### src/rtl/core/als_pkg.sv
`timescale 1ns / 1ps
// ----------------------------------------------------------------------------
// als_pkg
// Shared constants, request codes and the command and status bundles that
// pass between the line stepper controller and its datapath.
// ----------------------------------------------------------------------------
package als_pkg;

    // Default sizes handed to the top level parameters.
    localparam int COORD_BITS_DEF = 12;
    localparam int FRAC_BITS_DEF  = 16;

    // Pixel intensity.
    localparam int               LEVEL_BITS = 8;
    localparam logic [LEVEL_BITS-1:0] LEVEL_FULL = 8'hFF;

    // Request codes carried on op.
    localparam logic OP_LOAD = 1'b0;
    localparam logic OP_STEP = 1'b1;

    // Commands from the controller to the datapath.
    typedef struct packed {
        logic load;     // latch endpoints and set up a new line
        logic div_run;  // run one iteration of the slope division
        logic advance;  // emit the current pixel and move one step
    } als_cmd_t;

    // Status from the datapath to the controller.
    typedef struct packed {
        logic straight;    // endpoints on the input form a straight line
        logic div_done;    // this is the last division iteration
        logic final_step;  // the current pixel is the last of the line
    } als_sts_t;

endpackage

### src/rtl/core/als_ctrl.sv
`timescale 1ns / 1ps
// ----------------------------------------------------------------------------
// als_ctrl
// Controller for the line stepper: sequences load, slope division and the
// walk, and owns the request handshake and the result valid flag.
// ----------------------------------------------------------------------------
module als_ctrl
(
    input  logic               clk,
    input  logic               rst_n,
    input  logic               step_valid,
    input  logic               op,
    output logic               step_stall,
    output logic               pixel_valid,
    input  logic               pixel_stall,
    input  als_pkg::als_sts_t  sts,
    output als_pkg::als_cmd_t  cmd
);
    import als_pkg::*;

    typedef enum logic [1:0] {
        ST_NOLINE,
        ST_DIVIDE,
        ST_WALK
    } state_t;

    state_t state_reg;
    state_t state_next;
    logic   pixel_valid_reg;
    logic   pixel_valid_next;
    logic   accept;

    // Requests wait while the divider runs or a result is held up downstream.
    assign step_stall  = (state_reg == ST_DIVIDE) || (pixel_valid_reg && pixel_stall);
    assign accept      = step_valid && !step_stall;
    assign pixel_valid = pixel_valid_reg;

    // Next state and commands.
    always_comb
    begin
        cmd              = '0;
        state_next       = state_reg;
        pixel_valid_next = pixel_valid_reg && pixel_stall;
        if (accept && (op == OP_LOAD))
        begin
            cmd.load   = 1'b1;
            state_next = sts.straight ? ST_WALK : ST_DIVIDE;
        end
        else
        begin
            case (state_reg)
                ST_DIVIDE:
                begin
                    cmd.div_run = 1'b1;
                    if (sts.div_done)
                    begin
                        state_next = ST_WALK;
                    end
                end
                ST_WALK:
                begin
                    if (accept)
                    begin
                        cmd.advance      = 1'b1;
                        pixel_valid_next = 1'b1;
                        if (sts.final_step)
                        begin
                            state_next = ST_NOLINE;
                        end
                    end
                end
                ST_NOLINE:
                begin
                    // A step with no line loaded is taken and dropped.
                    state_next = ST_NOLINE;
                end
                default:
                begin
                    state_next = ST_NOLINE;
                end
            endcase
        end
    end

    // State and registered valid.
    always_ff @(posedge clk or negedge rst_n)
    begin
        if (!rst_n)
        begin
            state_reg       <= ST_NOLINE;
            pixel_valid_reg <= 1'b0;
        end
        else
        begin
            state_reg       <= state_next;
            pixel_valid_reg <= pixel_valid_next;
        end
    end

endmodule

### src/rtl/core/als_dp.sv
`timescale 1ns / 1ps
// ----------------------------------------------------------------------------
// als_dp
// Datapath for the line stepper: endpoint setup, a restoring divider for the
// slope, the error accumulator and position counters, and result registers.
// ----------------------------------------------------------------------------
module als_dp
#(
    parameter int COORD_BITS = als_pkg::COORD_BITS_DEF,
    parameter int FRAC_BITS  = als_pkg::FRAC_BITS_DEF
)
(
    input  logic                          clk,
    input  logic                          rst_n,
    input  als_pkg::als_cmd_t             cmd,
    output als_pkg::als_sts_t             sts,
    input  logic [COORD_BITS-1:0]         x_start,
    input  logic [COORD_BITS-1:0]         y_start,
    input  logic [COORD_BITS-1:0]         x_end,
    input  logic [COORD_BITS-1:0]         y_end,
    output logic [COORD_BITS-1:0]         main_x,
    output logic [COORD_BITS-1:0]         main_y,
    output logic [als_pkg::LEVEL_BITS-1:0] main_level,
    output logic signed [COORD_BITS+1:0]  side_x,
    output logic signed [COORD_BITS+1:0]  side_y,
    output logic [als_pkg::LEVEL_BITS-1:0] side_level,
    output logic                          side_valid,
    output logic                          last
);
    import als_pkg::*;

    localparam int SIDE_BITS  = COORD_BITS + 2;
    localparam int ERR_BITS   = FRAC_BITS + LEVEL_BITS;
    localparam int SLOPE_BITS = ERR_BITS + 1;
    localparam int CNT_BITS   = $clog2(SLOPE_BITS);
    localparam logic [CNT_BITS-1:0] CNT_LAST = CNT_BITS'(SLOPE_BITS - 1);
    localparam logic [ERR_BITS-1:0] ERR_INIT = {LEVEL_FULL, {FRAC_BITS{1'b0}}};

    // Line state.
    logic [COORD_BITS-1:0] pos_x_reg, pos_y_reg, steps_left_reg;
    logic [ERR_BITS-1:0]   error_acc_reg;
    logic [SLOPE_BITS-1:0] slope_step_reg;
    logic                  major_is_x_reg, minor_negative_reg, straight_reg;

    // Divider state.
    logic [COORD_BITS:0]   rem_reg;
    logic [CNT_BITS-1:0]   cnt_reg;

    // Result registers.
    logic [COORD_BITS-1:0] main_x_reg, main_y_reg;
    logic [LEVEL_BITS-1:0] main_level_reg, side_level_reg;
    logic [SIDE_BITS-1:0]  side_x_reg, side_y_reg;
    logic                  side_valid_reg, last_reg;

    // Setup signals.
    logic                  is_vert, is_straight, a_low;
    logic [COORD_BITS-1:0] lx, hx, ly, hy, span_x, span_y, maj, mnr;
    logic                  up, x_major;
    logic [COORD_BITS-1:0] init_x, init_y, init_steps;
    logic                  init_major_x, init_neg;

    // Walk signals.
    logic [ERR_BITS:0]     err_diff;
    logic                  err_wrap;
    logic [COORD_BITS-1:0] minor_delta;
    logic [SIDE_BITS-1:0]  side_delta;
    logic [COORD_BITS-1:0] step_x, step_y;
    logic [LEVEL_BITS-1:0] cur_level;

    // Divider signals.
    logic                  div_ge;
    logic [COORD_BITS:0]   div_rem;

    // Endpoint setup: classify the line and pick start point and spans.
    always_comb
    begin
        is_vert     = (x_start == x_end);
        is_straight = is_vert || (y_start == y_end);
        a_low       = (x_start < x_end);
        lx          = a_low ? x_start : x_end;
        hx          = a_low ? x_end : x_start;
        ly          = a_low ? y_start : y_end;
        hy          = a_low ? y_end : y_start;
        span_x      = hx - lx;
        up          = (hy > ly);
        span_y      = up ? (hy - ly) : (ly - hy);
        x_major     = (span_x > span_y);
        maj         = x_major ? span_x : span_y;
        mnr         = x_major ? span_y : span_x;
        if (is_straight)
        begin
            init_neg = 1'b0;
            if (is_vert)
            begin
                init_major_x = 1'b0;
                init_x       = x_start;
                init_y       = (y_start < y_end) ? y_start : y_end;
                init_steps   = (y_start < y_end) ? (y_end - y_start) : (y_start - y_end);
            end
            else
            begin
                init_major_x = 1'b1;
                init_y       = y_start;
                init_x       = lx;
                init_steps   = span_x;
            end
        end
        else
        begin
            init_major_x = x_major;
            init_steps   = maj;
            if (x_major || up)
            begin
                init_x   = lx;
                init_y   = ly;
                init_neg = !up;
            end
            else
            begin
                init_x   = hx;
                init_y   = hy;
                init_neg = 1'b1;
            end
        end
    end

    // One restoring division iteration; the divisor is the major span.
    assign div_ge  = (rem_reg >= {1'b0, steps_left_reg});
    assign div_rem = div_ge ? (rem_reg - {1'b0, steps_left_reg}) : rem_reg;

    // Error update: the low bits of the difference already hold the wrapped value.
    assign err_diff    = {1'b0, error_acc_reg} - slope_step_reg;
    assign err_wrap    = err_diff[ERR_BITS];
    assign cur_level   = error_acc_reg[ERR_BITS-1:FRAC_BITS];
    assign minor_delta = minor_negative_reg ? {COORD_BITS{1'b1}} : COORD_BITS'(1);
    assign side_delta  = minor_negative_reg ? {SIDE_BITS{1'b1}} : SIDE_BITS'(1);

    // Next position after one step.
    always_comb
    begin
        step_x = pos_x_reg;
        step_y = pos_y_reg;
        if (major_is_x_reg)
        begin
            step_x = pos_x_reg + COORD_BITS'(1);
            if (!straight_reg && err_wrap)
            begin
                step_y = pos_y_reg + minor_delta;
            end
        end
        else
        begin
            step_y = pos_y_reg + COORD_BITS'(1);
            if (!straight_reg && err_wrap)
            begin
                step_x = pos_x_reg + minor_delta;
            end
        end
    end

    // Line state and divider.
    always_ff @(posedge clk or negedge rst_n)
    begin
        if (!rst_n)
        begin
            pos_x_reg          <= '0;
            pos_y_reg          <= '0;
            steps_left_reg     <= '0;
            error_acc_reg      <= ERR_INIT;
            slope_step_reg     <= '0;
            major_is_x_reg     <= 1'b0;
            minor_negative_reg <= 1'b0;
            straight_reg       <= 1'b0;
            rem_reg            <= '0;
            cnt_reg            <= '0;
        end
        else if (cmd.load)
        begin
            pos_x_reg          <= init_x;
            pos_y_reg          <= init_y;
            steps_left_reg     <= init_steps;
            error_acc_reg      <= ERR_INIT;
            slope_step_reg     <= '0;
            major_is_x_reg     <= init_major_x;
            minor_negative_reg <= init_neg;
            straight_reg       <= is_straight;
            rem_reg            <= {1'b0, mnr};
            cnt_reg            <= '0;
        end
        else if (cmd.div_run)
        begin
            slope_step_reg <= {slope_step_reg[SLOPE_BITS-2:0], div_ge};
            rem_reg        <= {div_rem[COORD_BITS-1:0], 1'b0};
            cnt_reg        <= cnt_reg + CNT_BITS'(1);
        end
        else if (cmd.advance)
        begin
            pos_x_reg <= step_x;
            pos_y_reg <= step_y;
            if (!straight_reg)
            begin
                error_acc_reg <= err_diff[ERR_BITS-1:0];
            end
            if (steps_left_reg != '0)
            begin
                steps_left_reg <= steps_left_reg - COORD_BITS'(1);
            end
        end
    end

    // Result registers, loaded on each emitted pixel.
    always_ff @(posedge clk)
    begin
        if (cmd.advance)
        begin
            main_x_reg <= pos_x_reg;
            main_y_reg <= pos_y_reg;
            last_reg   <= (steps_left_reg == '0);
            if (straight_reg)
            begin
                main_level_reg <= LEVEL_FULL;
                side_level_reg <= '0;
                side_x_reg     <= '0;
                side_y_reg     <= '0;
                side_valid_reg <= 1'b0;
            end
            else
            begin
                main_level_reg <= cur_level;
                side_level_reg <= LEVEL_FULL - cur_level;
                side_valid_reg <= 1'b1;
                if (major_is_x_reg)
                begin
                    side_x_reg <= {2'b00, pos_x_reg};
                    side_y_reg <= {2'b00, pos_y_reg} + side_delta;
                end
                else
                begin
                    side_x_reg <= {2'b00, pos_x_reg} + side_delta;
                    side_y_reg <= {2'b00, pos_y_reg};
                end
            end
        end
    end

    // Status to the controller.
    assign sts.straight   = is_straight;
    assign sts.div_done   = (cnt_reg == CNT_LAST);
    assign sts.final_step = (steps_left_reg == '0);

    assign main_x     = main_x_reg;
    assign main_y     = main_y_reg;
    assign main_level = main_level_reg;
    assign side_x     = $signed(side_x_reg);
    assign side_y     = $signed(side_y_reg);
    assign side_level = side_level_reg;
    assign side_valid = side_valid_reg;
    assign last       = last_reg;

endmodule

### src/rtl/core/antialiased_line_stepper.sv
`timescale 1ns / 1ps
// ----------------------------------------------------------------------------
// antialiased_line_stepper
// Antialiased line rasterizer: one request loads a line, each later step
// request returns one pixel pair with complementary intensities.
// ----------------------------------------------------------------------------
// A load request (op = 0) returns no pixel. For a horizontal, vertical or
// single-point line the block is ready for steps on the next cycle; for any
// other line it then runs a restoring slope division, one quotient bit per
// cycle, with step_stall high. Each step request (op = 1) then returns one
// pixel per cycle while pixel_stall is low; the result sits in an output
// register, so a new request is taken in the same cycle that the previous
// result leaves. A line from a to b gives max(|dx|, |dy|) + 1 pixels, the
// last with last = 1. A step with no line loaded is taken and returns
// nothing. A load is taken whenever step_stall is low, also during a walk,
// and replaces the line in progress.
module antialiased_line_stepper
#(
    parameter int COORD_BITS = als_pkg::COORD_BITS_DEF,
    parameter int FRAC_BITS  = als_pkg::FRAC_BITS_DEF
)
(
    input  logic                           clk,
    input  logic                           rst_n,
    input  logic                           step_valid,
    output logic                           step_stall,
    input  logic                           op,
    input  logic [COORD_BITS-1:0]          x_start,
    input  logic [COORD_BITS-1:0]          y_start,
    input  logic [COORD_BITS-1:0]          x_end,
    input  logic [COORD_BITS-1:0]          y_end,
    output logic                           pixel_valid,
    input  logic                           pixel_stall,
    output logic [COORD_BITS-1:0]          main_x,
    output logic [COORD_BITS-1:0]          main_y,
    output logic [als_pkg::LEVEL_BITS-1:0] main_level,
    output logic signed [COORD_BITS+1:0]   side_x,
    output logic signed [COORD_BITS+1:0]   side_y,
    output logic [als_pkg::LEVEL_BITS-1:0] side_level,
    output logic                           side_valid,
    output logic                           last
);
    import als_pkg::*;

    als_cmd_t cmd;
    als_sts_t sts;

    // Sequencing and handshake.
    als_ctrl u_ctrl
    (
        .clk         (clk),
        .rst_n       (rst_n),
        .step_valid  (step_valid),
        .op          (op),
        .step_stall  (step_stall),
        .pixel_valid (pixel_valid),
        .pixel_stall (pixel_stall),
        .sts         (sts),
        .cmd         (cmd)
    );

    // Setup, division, walk and result registers.
    als_dp
    #(
        .COORD_BITS (COORD_BITS),
        .FRAC_BITS  (FRAC_BITS)
    )
    u_dp
    (
        .clk        (clk),
        .rst_n      (rst_n),
        .cmd        (cmd),
        .sts        (sts),
        .x_start    (x_start),
        .y_start    (y_start),
        .x_end      (x_end),
        .y_end      (y_end),
        .main_x     (main_x),
        .main_y     (main_y),
        .main_level (main_level),
        .side_x     (side_x),
        .side_y     (side_y),
        .side_level (side_level),
        .side_valid (side_valid),
        .last       (last)
    );

endmodule

### config.mk
export PLATFORM = sky130hd
export DESIGN_NAME = antialiased_line_stepper
export DESIGN_NICKNAME = d
export VERILOG_FILES = /design/src/rtl/core/als_pkg.sv /design/src/rtl/core/als_ctrl.sv /design/src/rtl/core/als_dp.sv /design/src/rtl/core/antialiased_line_stepper.sv
export SDC_FILE = /design/constraint.sdc
export NUM_CORES = 1
export LEC_CHECK = 0
export BUFFER_PORTS_ARGS = -buffer_cell sky130_fd_sc_hd__buf_2
export CORE_ASPECT_RATIO = 0.7
export CORE_MARGIN = 3
export CORE_UTILIZATION = 50
export DETAILED_ROUTE_END_ITERATION = 16
export PLACE_DENSITY = 0.71
export SLEW_MARGIN = 20
export SYNTH_ARGS = -nofsm -noshare
export SYNTH_HDL_FRONTEND = slang
export SYNTH_SLANG_ARGS = --single-unit
### constraint.sdc
create_clock -name clk -period 4 [get_ports clk]
set_clock_uncertainty 0.1 [all_clocks]
set_input_delay 0.8 -clock clk [delete_from_list [all_inputs] [get_ports clk]]
set_output_delay 0.8 -clock clk [all_outputs]
set_load 0.02 [all_outputs]
Word-level counts from Yosys, hierarchy flattened
Cells that the tools add are included.
{"block": "classes", "add_sub_neg": 16, "multipliers": 0, "div_mod_pow": 0, "magnitude_cmp": 5, "n_eq_ne": 11, "n_shift": 0, "mux": 65, "bitwise_logic": 2, "reduce_logical": 23}
{"cell": "12-bit two-way mux", "n": 35}
{"cell": "24-bit two-way mux", "n": 4}
{"cell": "12-bit subtractor", "n": 6}
{"cell": "25-bit two-way mux", "n": 2}
{"cell": "12-bit by 14-bit adder with 14-bit output", "n": 2}
{"cell": "13-bit two-way mux", "n": 2}
{"cell": "24-bit by 25-bit subtractor with 25-bit output", "n": 1}
{"cell": "12-bit by 1-bit adder with 12-bit output (second input constant)", "n": 2}
{"cell": "12-bit adder", "n": 2}
{"cell": "12-bit equality test", "n": 2}
{"cell": "12-bit > comparator", "n": 2}
{"cell": "12-bit < comparator", "n": 2}
{"cell": "3-bit AND reduction", "n": 5}
{"cell": "14-bit two-way mux", "n": 1}
{"cell": "13-bit by 12-bit >= comparator with 1-bit output", "n": 1}
{"cell": "12-bit logical NOT", "n": 1}
{"cell": "1-bit two-way mux", "n": 12}
{"cell": "2-bit two-way mux", "n": 6}
{"cell": "12-bit nonzero test", "n": 1}
{"cell": "12-bit by 1-bit subtractor with 12-bit output (second input constant)", "n": 1}
{"cell": "5-bit two-way mux", "n": 2}
{"cell": "8-bit subtractor (first input constant)", "n": 1}
{"cell": "3-bit != test (second input constant)", "n": 2}
{"cell": "2-bit nonzero test", "n": 3}
{"cell": "15 further kinds", "n": 24}
{"block": "totals", "ff_bits": 179, "latch_bits": 0, "mem_bits_rw": 0, "mem_bits_ro": 0, "inputBits": 53, "out_inout_bits": 72, "elab_cells": 144, "mem_count": 0}

Logic depth before layout (Yosys ltp)
{"block": "logic_depth", "depth_word": 10, "depth_mapped": 30, "ltp_nobuf": 27}

Cells and area by module
From an unflattened synthesis, not the netlist that was laid out.
{"block": "hier_totals", "hier_cells": 1701, "area_unflattened_um2": 14775.4}
{"module": "als_dp", "instances": 1, "cells_each": 1683, "area_per_inst_um2": 14602.8, "seq_area_each_um2": 4764.6}
{"module": "als_ctrl", "instances": 1, "cells_each": 18, "area_per_inst_um2": 172.7, "seq_area_each_um2": 75.1}

Least setup slack after synthesis
Ideal clock, no wire load.
{"block": "synth_path", "kind": "input to register", "from": "in x_end[9]", "to": "reg u_dp.pos_x_reg[1]", "setup_ns": 0.127, "t_arrival_ns": 6.191, "t_required_ns": 3.773, "path_slack_ns": -2.418, "stages": 26, "n_path_buf": 2, "path_cell_list": "inv_1 ha_1 nand4_2 or2_4 a21o_1 nand2_2 buf_6 mux2i_1 ha_1 a221oi_4 a21oi_1 o21ai_1 mux2_4 a2111oi_4 xor2_2 ha_1 nand4_1 or2_2 o22a_1 clkbuf_1 nor2_1 a21oi_1 a41oi_2 mux2_2 o21ai_0 mux2i_1"}
{"block": "synth_between", "elab_chain_cells": 9, "elab_cells_between_ends": 18, "cone_classes": "3 x add/sub; 3 x order compare; 1 x eq/ne; 9 x mux; 2 x reduce/logical"}
{"item": "start, declared", "line_no": "antialiased_line_stepper.sv:30", "text": "input logic [COORD_BITS-1:0] x_end,"}
{"item": "12-bit < comparator", "line_no": "als_dp.sv:79", "text": "a_low = (x_start < x_end);"}
{"item": "12-bit two-way mux, on equally long branches", "line_no": "als_dp.sv:82, als_dp.sv:83"}
{"item": "12-bit subtractor or 12-bit > comparator (tied branches)", "line_no": "als_dp.sv:86, als_dp.sv:85"}
{"item": "12-bit two-way mux", "line_no": "als_dp.sv:86", "text": "span_y = up ? (hy - ly) : (ly - hy);"}
{"item": "12-bit > comparator", "line_no": "als_dp.sv:87", "text": "x_major = (span_x > span_y);"}
{"item": "1-bit logical OR", "line_no": "als_dp.sv:112", "text": "if (x_major || up)"}
{"item": "12-bit two-way mux", "line_no": "als_dp.sv:112"}
{"item": "12-bit two-way mux (*)", "line_no": "als_dp.sv:90", "text": "if (is_straight)"}
{"item": "12-bit two-way mux (*)", "line_no": "als_dp.sv:177", "text": "else if (cmd.load)"}
{"item": "end signal, assigned", "line_no": "als_dp.sv:179", "text": "pos_x_reg <= init_x;"}
{"item": "end signal, assigned", "line_no": "als_dp.sv:198", "text": "pos_x_reg <= step_x;"}
{"item": "end, declared", "line_no": "als_dp.sv:40", "text": "logic [COORD_BITS-1:0] pos_x_reg, pos_y_reg, steps_left_reg;"}
Mark *: on every way between the ends. The rest lies on a longest branch, timed or not.
A chain may end at the register's enable or synchronous reset.

Final worst setup path
{"block": "layout_path", "from": "in x_end[11]", "to": "reg u_dp.pos_y_reg[11]"}
{"block": "layout_between", "elab_chain_cells": 9, "elab_cells_between_ends": 18, "cone_classes": "3 x add/sub; 3 x order compare; 1 x eq/ne; 9 x mux; 2 x reduce/logical"}
{"item": "12-bit < comparator", "line_no": "als_dp.sv:79"}
{"item": "12-bit two-way mux, on equally long branches", "line_no": "als_dp.sv:82, als_dp.sv:83"}
{"item": "12-bit subtractor or 12-bit > comparator (tied branches)", "line_no": "als_dp.sv:86, als_dp.sv:85"}
{"item": "12-bit two-way mux", "line_no": "als_dp.sv:86"}
{"item": "12-bit > comparator", "line_no": "als_dp.sv:87"}
{"item": "1-bit logical OR", "line_no": "als_dp.sv:112"}
{"item": "12-bit two-way mux", "line_no": "als_dp.sv:112"}
{"item": "12-bit two-way mux (*)", "line_no": "als_dp.sv:90"}
{"item": "12-bit two-way mux (*)", "line_no": "als_dp.sv:177"}
{"item": "end signal, assigned", "line_no": "als_dp.sv:180", "text": "pos_y_reg <= init_y;"}
{"item": "end signal, assigned", "line_no": "als_dp.sv:199", "text": "pos_y_reg <= step_y;"}
{"item": "end, declared", "line_no": "als_dp.sv:40"}
Marked as above.

==> results.json <==
{
  "violations": "negative setup slack",
  "largest_reg_flops": 25,
  "initial_core_util_pct": 51.4,
  "r2r_start": "u_dp.slope_step_reg[0]",
  "synth-simple-area-share_pct": 16.6,
  "irDropWorstVdd_mv": 0.338,
  "synth-main-ff-cell": "dfrtp_1",
  "grt_pass1_wl_mm": 78.2,
  "clock.fmax_mhz": 169,
  "grt_overflow": 0,
  "avgSynthCellArea_um2": 8.55,
  "area_growth_pct": 34.1,
  "setup_slack_ps": -1910,
  "critical_path.startpoint_type": "input port",
  "reg2regPathDepth": 16,
  "die_y_um": 151,
  "crit_path_end_kind": "flop",
  "synth_mux_area_share_pct": 6.07,
  "synthAdderAreaFrac_pct": 12.1,
  "synthCells": 1762,
  "regToRegSetupSlack_ps": -100,
  "cts_root_buf": "clkbuf_16",
  "grt_use_total_pct": 31.1,
  "clock-sinks": 179,
  "synth_top_cell_area_share_pct": 16.8,
  "pin_count": 125,
  "worstPathRequired_ps": 4230,
  "synth-xor-area-share_pct": 6.21,
  "synth_cell_type_count": 81,
  "port_buffers": 124,
  "core_um2": 29300,
  "layout.nets": 2391,
  "detail-route-antenna-nets": 0,
  "clkSlewWorstSetupHoldPaths_ps": 70,
  "holdWs_ps": 305,
  "relSlewSlack_pct": 50.5,
  "fillers": 2263,
  "yosysSeqAreaShare_pct": 32.1,
  "outcome": "complete, but fails checks",
  "routabilityCongestion": 1.03,
  "rows": 52,
  "hold_class": "in -> async",
  "worst_slew_pin_slew_ps": 742,
  "drt_wl_total_mm": 51.0,
  "ys_top_cells_by_count": "nand2_1, a21oi_1, inv_1, ha_1, nor2_1",
  "drive_gt1_share_pct": 30.8,
  "power.switching_w": 0.00650,
  "ctsHtreeMaxLevel": 4,
  "yosysTopAreaCell": "dfrtp_1",
  "r2r-end": "u_dp.pos_x_reg[4]",
  "grt_max_degree": 70,
  "syn-num-nets": 1956,
  "p_int_w": 0.00785,
  "critPathLaunch": "x_end[11]",
  "grt_antenna_before_repair": 3,
  "combPwrFrac_pct": 66.8,
  "synth_area_um2": 15100,
  "fin_crit_ps": 5910,
  "drc": 0,
  "swShare_pct": 45.3,
  "hpwl_mm": 38.8,
  "synth_compound_area_share_pct": 21.5,
  "crit_end": "u_dp.pos_y_reg[11]",
  "final_max_slew_viol_count": 0,
  "synthArstFlopShare_pct": 60.9,
  "cts_buffers": 17,
  "insertion_delay_ps": 450,
  "die-area_um2": 32300,
  "leakagePower_nw": 9.42,
  "wire_per_inst_um": 19.7,
  "synth_edf_count": 70,
  "max_stage_delay_ps": 330,
  "seq_power_share_pct": 20.9,
  "yosys-top-cells-area": "dfrtp_1, edfxtp_1, ha_1",
  "initialDrtViolationCount": 1590,
  "yosysWarnings": 0,
  "drv_cap": 0,
  "crit_slowest_cell": "a221oi_4",
  "yosysMostFrequentCell": "nand2_1",
  "vias": 15200,
  "clkPwrFrac_pct": 12.3,
  "synth_top_family_by_area": "compound AO/OA/AOI/OAI gates",
  "crit_type": "in -> reg",
  "crit_fanout": 4,
  "vias_per_cell": 5.86,
  "crit_arrival_ps": 6140,
  "power_density_nw_per_um2": 710,
  "firstDrtPassIters": 6,
  "postSynthRegisterBits": 179,
  "rsz0062_at_grt": "true",
  "clock_path_buffers": 2,
  "hold_viol_final": 0,
  "die_w_um": 213,
  "finalSetupViolations": 49,
  "grt_pass1_vias": 14600,
  "cts_tree": "yes",
  "min_period_over_period_pct": 148,
  "fin_tns_setup_ps": -78170
}
## how the worst min path moves through the flow
stage / cells after the start / end / startpoint
3_5_place_dp: 2 / u_dp.rem_reg[12] / u_dp.rem_reg[12]
3_3_place_gp: 2 / u_dp.rem_reg[12] / u_dp.rem_reg[12]
6_report: 1 / u_dp.rem_reg[0] / rst_n
2_1_floorplan: 2 / u_dp.rem_reg[12] / u_dp.rem_reg[12]
4_1_cts: 1 / u_dp.rem_reg[0] / rst_n
5_1_grt: 1 / u_dp.rem_reg[0] / rst_n
## cells by family (layout without fill, tap and decap cells)
logic type / Yosys count / after routing
buffers and inverters: 207 / 655
adders and majority gates: 141 / 141
and+or+nand+nor: 536 / 536
xor gates and xnor gates: 106 / 106
DFF: 179 / 179
muxes: 88 / 88
AOI/OAI and AO/OA: 505 / 505
other: 0 / 1
## critical path, delay by kind of cell
kind            cells  cell delay [ps]
xor+xnor            2              390
buf+inv             7              850
fa+ha+maj           3              720
compound gates     13             2330
simple gates        5              590
mux                 2              440
## metal layers
layer	global-route usage [%]	part of all wire [%]
met1	43.4	44
met5	0	0.024
met3	8.01	10
met4	9.61	2.5
met2	47.3	44
## layout make-up
type / instances / area [um^2] / area share, %
Multi-Input combinational cell: 1376 / 10100 / 50.2
Clock inverter: 15 / 186 / 0.923
Timing Repair Buffer: 484 / 3590 / 17.8
Clock buffer: 17 / 425 / 2.11
Tap cell: 378 / 473 / 2.34
Antenna cell: 1 / 2.50 / 0.0124
Inverter: 139 / 549 / 2.72
Sequential cell: 179 / 4840 / 24.0
## repair_timing
item | in CTS | in global routing
pin swaps | 36 | 38
setup endpoints to repair | 49 | 49
buffers inserted | 31 | 17
gates cloned | 0 | 0
hold buffers | 0 | 0
gates resized for setup | 113 | 71
hold endpoints to repair | 0 | 0
## layout by cell type (no fill, tap or decap), types with 12 or more instances in the layout
cell type,netlist,final
buf_2,6,110
a211oi_1,17,15
nand3_1,32,28
clkbuf_16,0,17
o21a_1,17,16
nand2_1,197,193
a21o_1,45,45
o221ai_1,24,15
inv_1,137,128
nor2b_1,32,31
buf_4,4,332
nor2_1,128,120
mux2i_1,67,59
buf_6,1,31
or2_2,13,12
nor3_1,40,39
a21oi_2,1,19
nand4_1,13,13
xnor2_1,77,75
ha_1,133,122
a21boi_0,17,17
dfrtp_1,101,101
o21ai_0,106,88
a21oi_1,154,135
o211ai_1,14,14
mux2_4,2,16
a31oi_1,25,24
nand2b_1,26,26
o21ai_1,6,14
edfxtp_1,70,70
xor2_1,28,28
## power groups by stage
stage | Clock, W | Combinational [W] | Sequential (W)
finish | 0.00177 | 0.00958 | 0.00300
global route | 0.00186 | 0.0105 | 0.00306
CTS | 0.00179 | 0.00898 | 0.00298
detailed placement | 0 | 0.00840 | 0.00301
global placement | 0 | 0.00808 | 0.00298
floorplan | 0 | 0.00599 | 0.00283
## metrics by stage
step                cells  total power (W)  area (um^2)  util [%]  setup WS [ps]
global placement     2522           0.0111        18600      63.5          -2380
global route         2589           0.0154        20200      69.0          -2060
CTS                  2575           0.0137        19800      67.7          -1770
detailed placement   2522           0.0114        18600      63.5          -2500
finish               2589           0.0144        20200      69.0          -1910
floorplan            1762          0.00882        15300         -          -1850
Note: power is estimated with default switching activity, not from simulation.
